### src/hdl/longest_prefix_route_lookup_defines.svh
// Assertion macros shared by the route lookup RTL.
// Both expect signals named clk and rst_n in the enclosing scope.
`ifndef LONGEST_PREFIX_ROUTE_LOOKUP_DEFINES_SVH
`define LONGEST_PREFIX_ROUTE_LOOKUP_DEFINES_SVH

`ifndef SYNTHESIS
`define LPRL_ASSERT(label, prop) \
  label: assert property (@(posedge clk) disable iff (!rst_n) (prop)) \
    else $error("route lookup assertion failed");
`define LPRL_ASSERT_NEXT(label, ante, cons) \
  label: assert property (@(posedge clk) disable iff (!rst_n) (ante) |=> (cons)) \
    else $error("route lookup sequencing assertion failed");
`else
`define LPRL_ASSERT(label, prop)
`define LPRL_ASSERT_NEXT(label, ante, cons)
`endif

`endif

### src/hdl/lprl_pkg.sv
`timescale 1ns / 1ps
`default_nettype none
package lprl_pkg;

  localparam int TABLE_ENTRIES = 16;
  localparam int IDX_W = (TABLE_ENTRIES > 1) ? $clog2(TABLE_ENTRIES) : 1;

  localparam logic [1:0] MODE_WRITE  = 2'd0;
  localparam logic [1:0] MODE_INVAL  = 2'd1;
  localparam logic [1:0] MODE_LOOKUP = 2'd2;

  typedef struct packed {
    logic [1:0]  mode;
    logic [3:0]  entry_index;
    logic [31:0] entry_dest;
    logic [31:0] entry_mask;
    logic [31:0] entry_gateway;
    logic [2:0]  entry_port;
    logic [31:0] lookup_addr;
  } lprl_in_t;

  typedef struct packed {
    logic        hit;
    logic [3:0]  match_index;
    logic [31:0] next_gateway;
    logic [2:0]  out_port;
    logic        write_done;
  } lprl_out_t;

  typedef struct packed {
    logic [31:0] dest;
    logic [31:0] mask;
    logic [31:0] gateway;
    logic [2:0]  port;
  } lprl_entry_t;

  typedef struct packed {
    logic             accept;
    logic             rd_en;
    logic [IDX_W-1:0] rd_addr;
    logic             load_out;
  } lprl_cmd_t;

endpackage
`default_nettype wire

### src/hdl/lprl_ctrl.sv
`timescale 1ns / 1ps
`default_nettype none
module lprl_ctrl
  import lprl_pkg::*;
(
  input  wire logic      clk,
  input  wire logic      rst_n,
  input  wire logic      in_valid,
  output logic           in_ready,
  input  wire logic      is_lookup,
  output logic           out_valid,
  input  wire logic      out_ready,
  output lprl_cmd_t      cmd
);

  localparam logic [1:0] ST_IDLE   = 2'd0;
  localparam logic [1:0] ST_SCAN   = 2'd1;
  localparam logic [1:0] ST_DRAIN  = 2'd2;
  localparam logic [1:0] ST_FINISH = 2'd3;

  localparam logic [IDX_W-1:0] LAST_IDX = IDX_W'(TABLE_ENTRIES - 1);

  logic [1:0]       state_r, state_nxt;
  logic [IDX_W-1:0] cnt_r, cnt_nxt;
  logic             out_valid_r, out_valid_nxt;

  assign in_ready  = (state_r == ST_IDLE);
  assign out_valid = out_valid_r;

  always_comb begin
    state_nxt     = state_r;
    cnt_nxt       = cnt_r;
    cmd.accept    = 1'b0;
    cmd.rd_en     = 1'b0;
    cmd.rd_addr   = cnt_r;
    cmd.load_out  = 1'b0;
    out_valid_nxt = out_valid_r && !out_ready;
    unique case (state_r)
      ST_IDLE: begin
        if (in_valid) begin
          cmd.accept = 1'b1;
          cnt_nxt    = '0;
          state_nxt  = is_lookup ? ST_SCAN : ST_FINISH;
        end
      end
      ST_SCAN: begin
        cmd.rd_en = 1'b1;
        if (cnt_r == LAST_IDX) begin
          state_nxt = ST_DRAIN;
        end else begin
          cnt_nxt = cnt_r + 1'b1;
        end
      end
      // The last entry read is compared in this cycle.
      ST_DRAIN: begin
        state_nxt = ST_FINISH;
      end
      ST_FINISH: begin
        if (!out_valid_r || out_ready) begin
          cmd.load_out  = 1'b1;
          out_valid_nxt = 1'b1;
          state_nxt     = ST_IDLE;
        end
      end
    endcase
  end

  always_ff @(posedge clk) begin
    if (!rst_n) begin
      state_r     <= ST_IDLE;
      cnt_r       <= '0;
      out_valid_r <= 1'b0;
    end else begin
      state_r     <= state_nxt;
      cnt_r       <= cnt_nxt;
      out_valid_r <= out_valid_nxt;
    end
  end

endmodule
`default_nettype wire

### src/hdl/lprl_dp.sv
`timescale 1ns / 1ps
`default_nettype none
module lprl_dp
  import lprl_pkg::*;
(
  input  wire logic      clk,
  input  wire logic      rst_n,
  input  wire lprl_cmd_t cmd,
  input  wire lprl_in_t  in_data,
  output lprl_out_t      out_data
);

  lprl_entry_t route_mem [TABLE_ENTRIES];
  logic [TABLE_ENTRIES-1:0] route_valid_r;

  logic [1:0]  mode_r;
  logic [31:0] addr_r;

  // Read stage of the scan.
  logic             rd_vld_r;
  logic             rd_hitv_r;
  logic [IDX_W-1:0] rd_idx_r;
  lprl_entry_t      rd_ent_r;

  // Best route found so far.
  logic             found_r;
  logic [31:0]      best_mask_r;
  logic [IDX_W-1:0] best_idx_r;
  logic [31:0]      best_gw_r;
  logic [2:0]       best_port_r;

  lprl_out_t        out_data_r;

  logic             in_range;
  logic [IDX_W-1:0] waddr;
  lprl_entry_t      wr_ent;
  logic             masked_eq;
  logic             take;
  lprl_out_t        res;

  assign in_range = (32'(in_data.entry_index) < 32'(TABLE_ENTRIES));
  assign waddr    = IDX_W'(in_data.entry_index);

  always_comb begin
    wr_ent.dest    = in_data.entry_dest;
    wr_ent.mask    = in_data.entry_mask;
    wr_ent.gateway = in_data.entry_gateway;
    wr_ent.port    = in_data.entry_port;
  end

  always_ff @(posedge clk) begin
    if (cmd.accept && in_range && (in_data.mode == MODE_WRITE)) begin
      route_mem[waddr] <= wr_ent;
    end
    if (cmd.rd_en) begin
      rd_ent_r <= route_mem[cmd.rd_addr];
    end
  end

  always_ff @(posedge clk) begin
    if (!rst_n) begin
      route_valid_r <= '0;
    end else if (cmd.accept && in_range) begin
      if (in_data.mode == MODE_WRITE) begin
        route_valid_r[waddr] <= 1'b1;
      end else if (in_data.mode == MODE_INVAL) begin
        route_valid_r[waddr] <= 1'b0;
      end
    end
  end

  always_ff @(posedge clk) begin
    if (!rst_n) begin
      rd_vld_r <= 1'b0;
    end else begin
      rd_vld_r <= cmd.rd_en;
    end
  end

  always_ff @(posedge clk) begin
    if (cmd.rd_en) begin
      rd_hitv_r <= route_valid_r[cmd.rd_addr];
      rd_idx_r  <= cmd.rd_addr;
    end
    if (cmd.accept) begin
      mode_r <= in_data.mode;
      addr_r <= in_data.lookup_addr;
    end
  end

  // Entries arrive in ascending order, so >= lets a later equal mask win.
  assign masked_eq = (((addr_r ^ rd_ent_r.dest) & rd_ent_r.mask) == 32'd0);
  assign take = rd_vld_r && rd_hitv_r && masked_eq &&
                (!found_r || (rd_ent_r.mask >= best_mask_r));

  always_ff @(posedge clk) begin
    if (!rst_n) begin
      found_r <= 1'b0;
    end else if (cmd.accept) begin
      found_r <= 1'b0;
    end else if (take) begin
      found_r <= 1'b1;
    end
  end

  always_ff @(posedge clk) begin
    if (take) begin
      best_mask_r <= rd_ent_r.mask;
      best_idx_r  <= rd_idx_r;
      best_gw_r   <= rd_ent_r.gateway;
      best_port_r <= rd_ent_r.port;
    end
  end

  always_comb begin
    res            = '0;
    res.write_done = (mode_r == MODE_WRITE) || (mode_r == MODE_INVAL);
    if ((mode_r == MODE_LOOKUP) && found_r) begin
      res.hit          = 1'b1;
      res.match_index  = 4'(best_idx_r);
      res.next_gateway = best_gw_r;
      res.out_port     = best_port_r;
    end
  end

  always_ff @(posedge clk) begin
    if (cmd.load_out) begin
      out_data_r <= res;
    end
  end

  assign out_data = out_data_r;

endmodule
`default_nettype wire

### src/hdl/longest_prefix_route_lookup.sv
// Longest-prefix route lookup over a table of TABLE_ENTRIES routes.
// Input channel (in_valid/in_ready/in_data): a write item stores a route and
// marks its slot valid, an invalidate item clears a slot, a lookup item
// gives an address. Every item produces exactly one result transfer on the
// output channel (out_valid/out_ready/out_data).
// Write and invalidate items take effect on the accepting edge; their
// acknowledgment is then loaded into the output register from the finish
// state. A lookup reads one table entry per cycle from the route memory in
// the scan state, compares the last entry in the drain state and loads the
// result in the finish state. in_ready returns together with out_valid, so
// no new item is accepted until the current one's result has been loaded.
// A new item may be accepted while the previous result still waits in the
// output register. If the receiver stalls, the next item's result is held
// in the datapath until the output register frees up, and no further item
// is accepted meanwhile.
// Reset clears every valid bit, the controller and the output valid; route
// data of slots never written are read during a scan but never selected.
`timescale 1ns / 1ps
`default_nettype none
`include "longest_prefix_route_lookup_defines.svh"
module longest_prefix_route_lookup
  import lprl_pkg::*;
(
  input  wire logic     clk,
  input  wire logic     rst_n,
  input  wire logic     in_valid,
  output logic          in_ready,
  input  wire lprl_in_t in_data,
  output logic          out_valid,
  input  wire logic     out_ready,
  output lprl_out_t     out_data
);

  lprl_cmd_t   ctrl_cmd;
  logic        is_lookup;
  logic [38:0] miss_fields;

  assign is_lookup = (in_data.mode == MODE_LOOKUP);
  assign miss_fields = {out_data.match_index, out_data.next_gateway, out_data.out_port};

  lprl_ctrl u_ctrl (
    .clk       (clk),
    .rst_n     (rst_n),
    .in_valid  (in_valid),
    .in_ready  (in_ready),
    .is_lookup (is_lookup),
    .out_valid (out_valid),
    .out_ready (out_ready),
    .cmd       (ctrl_cmd)
  );

  lprl_dp u_dp (
    .clk      (clk),
    .rst_n    (rst_n),
    .cmd      (ctrl_cmd),
    .in_data  (in_data),
    .out_data (out_data)
  );

  `LPRL_ASSERT_NEXT(a_busy_after_accept, in_valid && in_ready, !in_ready)
  `LPRL_ASSERT(a_no_overwrite, !ctrl_cmd.load_out || !out_valid || out_ready)
  `LPRL_ASSERT(a_ack_no_hit, !(out_valid && out_data.write_done) || !out_data.hit)
  `LPRL_ASSERT(a_miss_zero, !(out_valid && !out_data.hit) || (miss_fields == 39'd0))

endmodule
`default_nettype wire
### config.mk
export PLATFORM = sky130hd
export DESIGN_NAME = longest_prefix_route_lookup
export DESIGN_NICKNAME = d
export VERILOG_FILES = /design/src/hdl/lprl_pkg.sv /design/src/hdl/lprl_ctrl.sv /design/src/hdl/lprl_dp.sv /design/src/hdl/longest_prefix_route_lookup.sv
export VERILOG_INCLUDE_DIRS = /design/src /design/src/hdl
export SDC_FILE = /design/constraint.sdc
export NUM_CORES = 2
export LEC_CHECK = 0
export BUFFER_PORTS_ARGS = -buffer_cell sky130_fd_sc_hd__clkbuf_2
export CAP_MARGIN = 10
export CORE_MARGIN = 3
export CORE_UTILIZATION = 60
export CTS_CLUSTER_SIZE = 14
export DETAILED_ROUTE_END_ITERATION = 10
export MAX_ROUTING_LAYER = met4
export PLACE_DENSITY = 0.74
export SLEW_MARGIN = 25
export SYNTH_ARGS = -nofsm -noshare
export SYNTH_HDL_FRONTEND = slang
export SYNTH_SLANG_ARGS = --single-unit
### constraint.sdc
create_clock -name clk -period 15.3 [get_ports clk]
set_input_delay 1.53 -clock clk [delete_from_list [all_inputs] [get_ports clk]]
set_output_delay 1.53 -clock clk [all_outputs]
set_load 0.02 [all_outputs]
**Word-level counts from Yosys, hierarchy flattened**

Memory sizes are Yosys's and may differ from the RTL's. A register that Yosys moved wholly into a read port is not among the register bits.
Cells that the tools add are included.

- Register bits: 176
- RAM bits: 1584
- Output and inout port bits: 43
- Logic and storage cells: 90
- Memories kept: 1

- Add/sub/neg operators: 1
- Order comparisons: 4
- Equality and inequality tests: 12
- Mux-type cells: 24
- Bitwise operators: 6
- Reduce and logical (&&, ||, !) cells: 23

Memory list:

| memory | depth | bits a word | read ports | clocked after memory_dff | wr ports | RTL line | text |
|---|---|---|---|---|---|---|---|
| u_dp.route_mem | 16 | 99 | 1 | 1 | 1 | lprl_dp.sv:13 | `lprl_entry_t route_mem [TABLE_ENTRIES];` |

Operators with widths:

| operator | number |
|---|---|
| $mux W40 | 1 |
| $and A32 B32 Y32 | 1 |
| $ge A32 B32 Y1 | 1 |
| $logic_not A32 Y1 | 1 |
| $mux W16 | 2 |
| $xor A32 B32 Y32 | 1 |
| $and A16 B16 Y16 | 1 |
| $not A16 Y16 | 1 |
| $or A16 B16 Y16 | 1 |
| $mux W1 | 11 |
| $lt A4 B5 Y1 const B | 2 |
| $eq A2 B2 Y1 const B | 4 |
| $mux W2 | 4 |
| $mux W4 | 2 |
| $pmux W2 S4 | 1 |
| $pmux W4 S2 | 1 |
| $logic_and A1 B1 Y1 | 7 |
| $eq A2 B1 Y1 const B | 3 |
| $logic_not A2 Y1 | 3 |
| $reduce_and A3 Y1 | 2 |
| $add A4 B1 Y4 const B | 1 |
| $bmux W1 S4 | 1 |
| $demux W1 S4 | 1 |
| $eq A4 B4 Y1 const B | 1 |
| 9 further kinds | 16 |

**Depth between registers and ports, before layout**

- Depth in word-level cells: 8
- Gate-level depth with buffers: 8
- Gate-level depth less buffers: 7

**By module**

From an unflattened synthesis, not the netlist that was laid out.

- Cells, all modules: 2823
- Area total of the unflattened synthesis: 70018.4 um2

By module, submodules not included:

| module | instances | cells each | area each (um2) | seq. area each (um2) |
|---|---|---|---|---|
| lprl_dp | 1 | 2773 | 69568.0 | 55433.2 |
| lprl_ctrl | 1 | 49 | 436.7 | 140.1 |
| longest_prefix_route_lookup | 1 | 1 | 13.8 | 0.0 |

**Least setup slack after synthesis**

No wires, ideal clock.

- Path kind: register to register
- Start: reg, netlist name u_dp.rd_ent_r[48]
- End: reg u_dp.best_gw_r[0], enable pin
- Setup time: 878 ps
- Arrival: 12530 ps
- Slack: 1892 ps
- Cell stages (with the launch flop): 7
- Buffers on the path: 0
- Period minus slack after synthesis: 13408 ps
- Path through: edfxtp_1 -> ha_1 -> nand4_1 -> or3_1 -> nor4_1 -> o31ai_1 -> a2111oi_0

- Cells in the longest elaborated chain, start to end: 4
- Elaborated cells between the ends (all ways): 6
- Those cells by class: order compare: 1; bitwise: 1; reduce/logical: 4

RTL lines:

| element | RTL line | text |
|---|---|---|
| branches (longest 3 deep; another with $ge A32 B32 Y1) | n/a |  |
| $logic_and A1 B1 Y1 (*) | lprl_dp.sv:93 | `assign take = rd_vld_r && rd_hitv_r && masked_eq &&` |
| via u_dp.take | lprl_dp.sv:38 | `logic take;` |
| end signal, assigned | lprl_dp.sv:110 | `best_gw_r <= rd_ent_r.gateway;` |
| end, declared | lprl_dp.sv:29 | `logic [31:0] best_gw_r;` |

Mark *: on every way through the listed nets, which the timed path passes.
A chain may end at the register's enable or synchronous reset.

**Worst setup path in the final report**

- Start: in in_data[136] in the netlist's numbering
- End: mem u_dp.route_mem[4][82] in the netlist's numbering, enable pin

- Cells in the longest elaborated chain, start to end: 4

RTL lines:

| element | RTL line | text |
|---|---|---|
| start, declared | longest_prefix_route_lookup.sv:28 | `input wire lprl_in_t in_data,` |
| $logic_not A2 Y1 | lprl_dp.sv:52 | `if (cmd.accept && in_range && (in_data.mode == MODE_WRITE)) begin` |
| $logic_and A1 B1 Y1 | lprl_dp.sv:52 |  |
| $mux W1 | lprl_dp.sv:52 |  |
| $mux W1 (not written as such) | lprl_dp.sv:53 | `route_mem[waddr] <= wr_ent;` |
| end, declared | lprl_dp.sv:13 |  |

No other way between the ends.

==> flow_metrics.env <==
export IMPL_outcome="completed"
export IMPL_ys_async_sr_fraction=0
export IMPL_hold_end="u_dp.best_gw_r[5]$_DFFE_PP_"
export IMPL_min_path_cells=0
export IMPL_tns_ps=0
export IMPL_num_fill_cells=6694
export IMPL_mappedNetlistArea_um2=69900
export IMPL_cts_inserted_buffers=176
export IMPL_swShare=0.224
export IMPL_cp_start_kind="input port"
export IMPL_cts_htree_levels=4
export IMPL_synth_compound_area_frac=0.00876
export IMPL_slew_violations=0
export IMPL_grt_usage=0.275
export IMPL_reg2reg_depth=7
export IMPL_critPathKind="input port to flip-flop"
export IMPL_internal_power_uw=8730
export IMPL_cp_cell_sequence="clkbuf_2 -> and3b_1 -> nand3b_1 -> nor2_4 -> buf_4 -> buf_4"
export IMPL_drtPass1Iterations=5
export IMPL_critPathMaxStageDelay_ps=850
export IMPL_cts_hold_buffers=0
export IMPL_worst_hold_path_type="flip-flop to flip-flop"
export IMPL_min_period_ps=4560
export IMPL_crit_arrival_ps=4950
export IMPL_synth_xor_area_share=0.00426
export IMPL_power_leakage_uw=0.0243
export IMPL_critical_path_most_common_cell="buf_4"
export IMPL_grt_pass1_wl_um=230000
export IMPL_worst_path_buf_inv=3
export IMPL_yosysWarnings=0
export IMPL_finalNonFillerCells=4805
export IMPL_drt_vias_per_instance=6.65
export IMPL_p_switching_uw=2520
export IMPL_power_density_nw_per_um2=143
export IMPL_cts_resized=0
export IMPL_ys_seq_elements=1859
export IMPL_critPathSlowestCell="nor2_4"
export IMPL_power_frac_comb=0.096
export IMPL_place_inst=4460
export IMPL_cts_sinks=1859
export IMPL_fin_skew_ps=29.5
export IMPL_dieHeight_um=347
export IMPL_grt_pass1_vias=33145
export IMPL_top_layer_used="met4"
export IMPL_drt_total_wl_um=158000
export IMPL_synthAdderAreaFrac=0.00663
export IMPL_clk_pin_slew_ps=60
export IMPL_drv_cap=0
export IMPL_fin_crit_sh=0.298
export IMPL_slew_headroom=0.265
export IMPL_crit_path_end_kind="flip-flop"
export IMPL_required_ps=15690
export IMPL_root_buffer="clkbuf_16"
export IMPL_worst_slew_pin_slew_ps=1100
export IMPL_grt_max_degree=165
export IMPL_synth_top_family_by_area="multiplexers"
export IMPL_critPathMaxFanout=46
export IMPL_post_cts_buffers=0
export IMPL_synth_flop_cell="edfxtp_1"
export IMPL_gp_congestion=0.844
export IMPL_overflow=0
export IMPL_drtIter0Drc=4069
export IMPL_pwr_share_clk=0.377
export IMPL_final_cell_mix="1834 x edfxtp_1, 500 x mux4_2, 183 x clkbuf_2, 181 x clkbuf_16, 46 x clkinv_1"
export IMPL_dieArea_um2=121000
export IMPL_ir_drop_mv=0.0954
export IMPL_via_count=31974
export IMPL_rsz0062_at_grt="false"
export IMPL_drtAntennaViolNets=0
export IMPL_wl_per_cell_um=32.8
export IMPL_p_total_uw=11200
export IMPL_cp_top_family="buffers and inverters"
export IMPL_synth_edff_count=1834
export IMPL_rows=124
export IMPL_core_area_um2=115000
export IMPL_yosys_area_share_simple=0.0111
export IMPL_antenna_found_initial=13
export IMPL_syn_inst=2832
export IMPL_layout_commonest_cell="edfxtp_1"
export IMPL_syn_avg_cell_area_um2=24.7
export IMPL_wl_met2_um=78900
export IMPL_design_area_um2=78500
export IMPL_start_util=0.608
export IMPL_sequentialPowerShare=0.526
export IMPL_critical_path_depth=6
export IMPL_syn_to_final_growth_pct=12.3
export IMPL_rrSetupSlack_ps=10740
export IMPL_wl_met3_um=13900
export IMPL_hold_violations=0
export IMPL_drive_gt1_frac=0.308
export IMPL_drc=0
export IMPL_place_hpwl_um=84300
export IMPL_fin_util=0.683
export IMPL_clk_latency_ps=780
export IMPL_port_buffers=183
export IMPL_synthesis_nets=3010
export IMPL_reg2reg_to="u_dp.route_mem[3][4]$_DFFE_PP_"
export IMPL_synthMuxAreaShare=0.161
export IMPL_die_w_um=347
export IMPL_num_nets_final=3308
export IMPL_hold_path_startpoint="u_dp.rd_ent_r[8]$_DFFE_PP_"
export IMPL_wl_met1_um=61800
export IMPL_max_freq_mhz=219
export IMPL_dpl_instance_area_um2=72700
export IMPL_yosysSeqAreaShare=0.795
export IMPL_finalSetupViolCount=0
export IMPL_cts_buffer_depth=3
export IMPL_tritoncts="yes"
export IMPL_r2r_start="u_ctrl.state_r[1]$_SDFFE_PN0P_"
export IMPL_ys_types=50
export IMPL_pin_count=184
-- per-stage QoR --
step	hold slack (ps)	worst slack [ps]
detailed placement	405	9970
global placement	412	10020
floorplan	400	1890
CTS	415	10780
global route	432	10610
finish	419	10740
-- metal layers --
metal,vias to the layer above,GRT usage
met5,-,-
met4,0,0.0682
met3,239,0.0524
met2,1765,0.428
met1,17202,0.386
li1,12768,-
-- cells in the mapped netlist, drive strengths merged (3+ instances only) --
library cell  count  share of area
nand2            18        0.00097
a21oi            18         0.0013
o21ai             7        0.00050
nand3b            3        0.00032
a221oi            7        0.00088
nor2b             3        0.00027
nand4            13         0.0012
mux4            500           0.16
buf              69         0.0070
nor2             35         0.0019
nor3              9        0.00064
clkbuf           54         0.0029
a211oi            3        0.00032
and2             40         0.0036
xor2             32         0.0040
a21o              4        0.00043
a22oi            15         0.0016
o21a             15         0.0016
nor4              3        0.00027
a22o              4        0.00050
ha               37         0.0066
nand2b            6        0.00054
inv              45         0.0024
nand3             7        0.00050
edfxtp         1834           0.79
or3               3        0.00027
dfxtp            25         0.0072
-- cells by family (layout without fill, tap and decap cells) --
kind of cell	Yosys count	in the layout
compound gates	86	86
xor+xnor	34	34
fa+ha+maj	37	37
buf+inv	168	613
flops	1859	1859
mux	502	502
other cells	0	16
simple gates	146	146
-- flip-flops by register name, indices dropped and copies added, names as in the netlist, 2 cells and up, named ones only --
| register | flops |
|---|---|
| u_ctrl.cnt_r | 4 |
| u_ctrl.state_r | 2 |
| u_dp.addr_r | 32 |
| u_dp.best_gw_r | 32 |
| u_dp.best_idx_r | 4 |
| u_dp.best_mask_r | 32 |
| u_dp.best_port_r | 3 |
| u_dp.mode_r | 2 |
| u_dp.out_data | 41 |
| u_dp.rd_ent_r | 99 |
| u_dp.rd_idx_r | 4 |
| u_dp.route_mem | 1584 |
-- worst reg2reg max path, stage by stage, from the launching register on --
cell     delay (ps)
dfxtp_1         330
inv_1           140
ha_1            350
nand2_1         210
or4_1           690
nor2_4          840
buf_4           620
buf_4           890
-- power groups by stage --
stage                     combinational (uW)  clock (uW)  sequential, uW
after floorplan                          787           0            5970
after global placement                  1050           0            6020
after detailed placement                1080           0            6020
after CTS                               1090        4300            5920
after global routing                    1160        4500            5930
final                                   1080        4240            5920
-- area by class of cell --
cell class	instances	area (um^2)	area share
flip-flops and latches	1859	55600	0.708
well taps	1512	1890	0.0241
inverters	45	169	0.00215
clock buffers	218	4670	0.0595
clock inverters	107	985	0.0125
multi-input cells	805	13600	0.173
repair buffers	243	1550	0.0198
diodes	16	40.0	0.000510
-- worst max-delay path by stage --
stage / startpoint / endpoint / slack (ps)
floorplan: u_dp.rd_ent_r[48]$_DFFE_PP_ / u_dp.best_gw_r[0]$_DFFE_PP_ / 1890
global placement: in_data[133] / u_dp.route_mem[3][87]$_DFFE_PP_ / 10020
detailed placement: in_data[133] / u_dp.route_mem[2][87]$_DFFE_PP_ / 9970
CTS: u_ctrl.state_r[1]$_SDFFE_PN0P_ / u_dp.route_mem[2][86]$_DFFE_PP_ / 10780
global route: u_ctrl.state_r[1]$_SDFFE_PN0P_ / u_dp.route_mem[3][9]$_DFFE_PP_ / 10610
finish: in_data[136] / u_dp.route_mem[4][82]$_DFFE_PP_ / 10740
(Power assumes the default switching activity.)
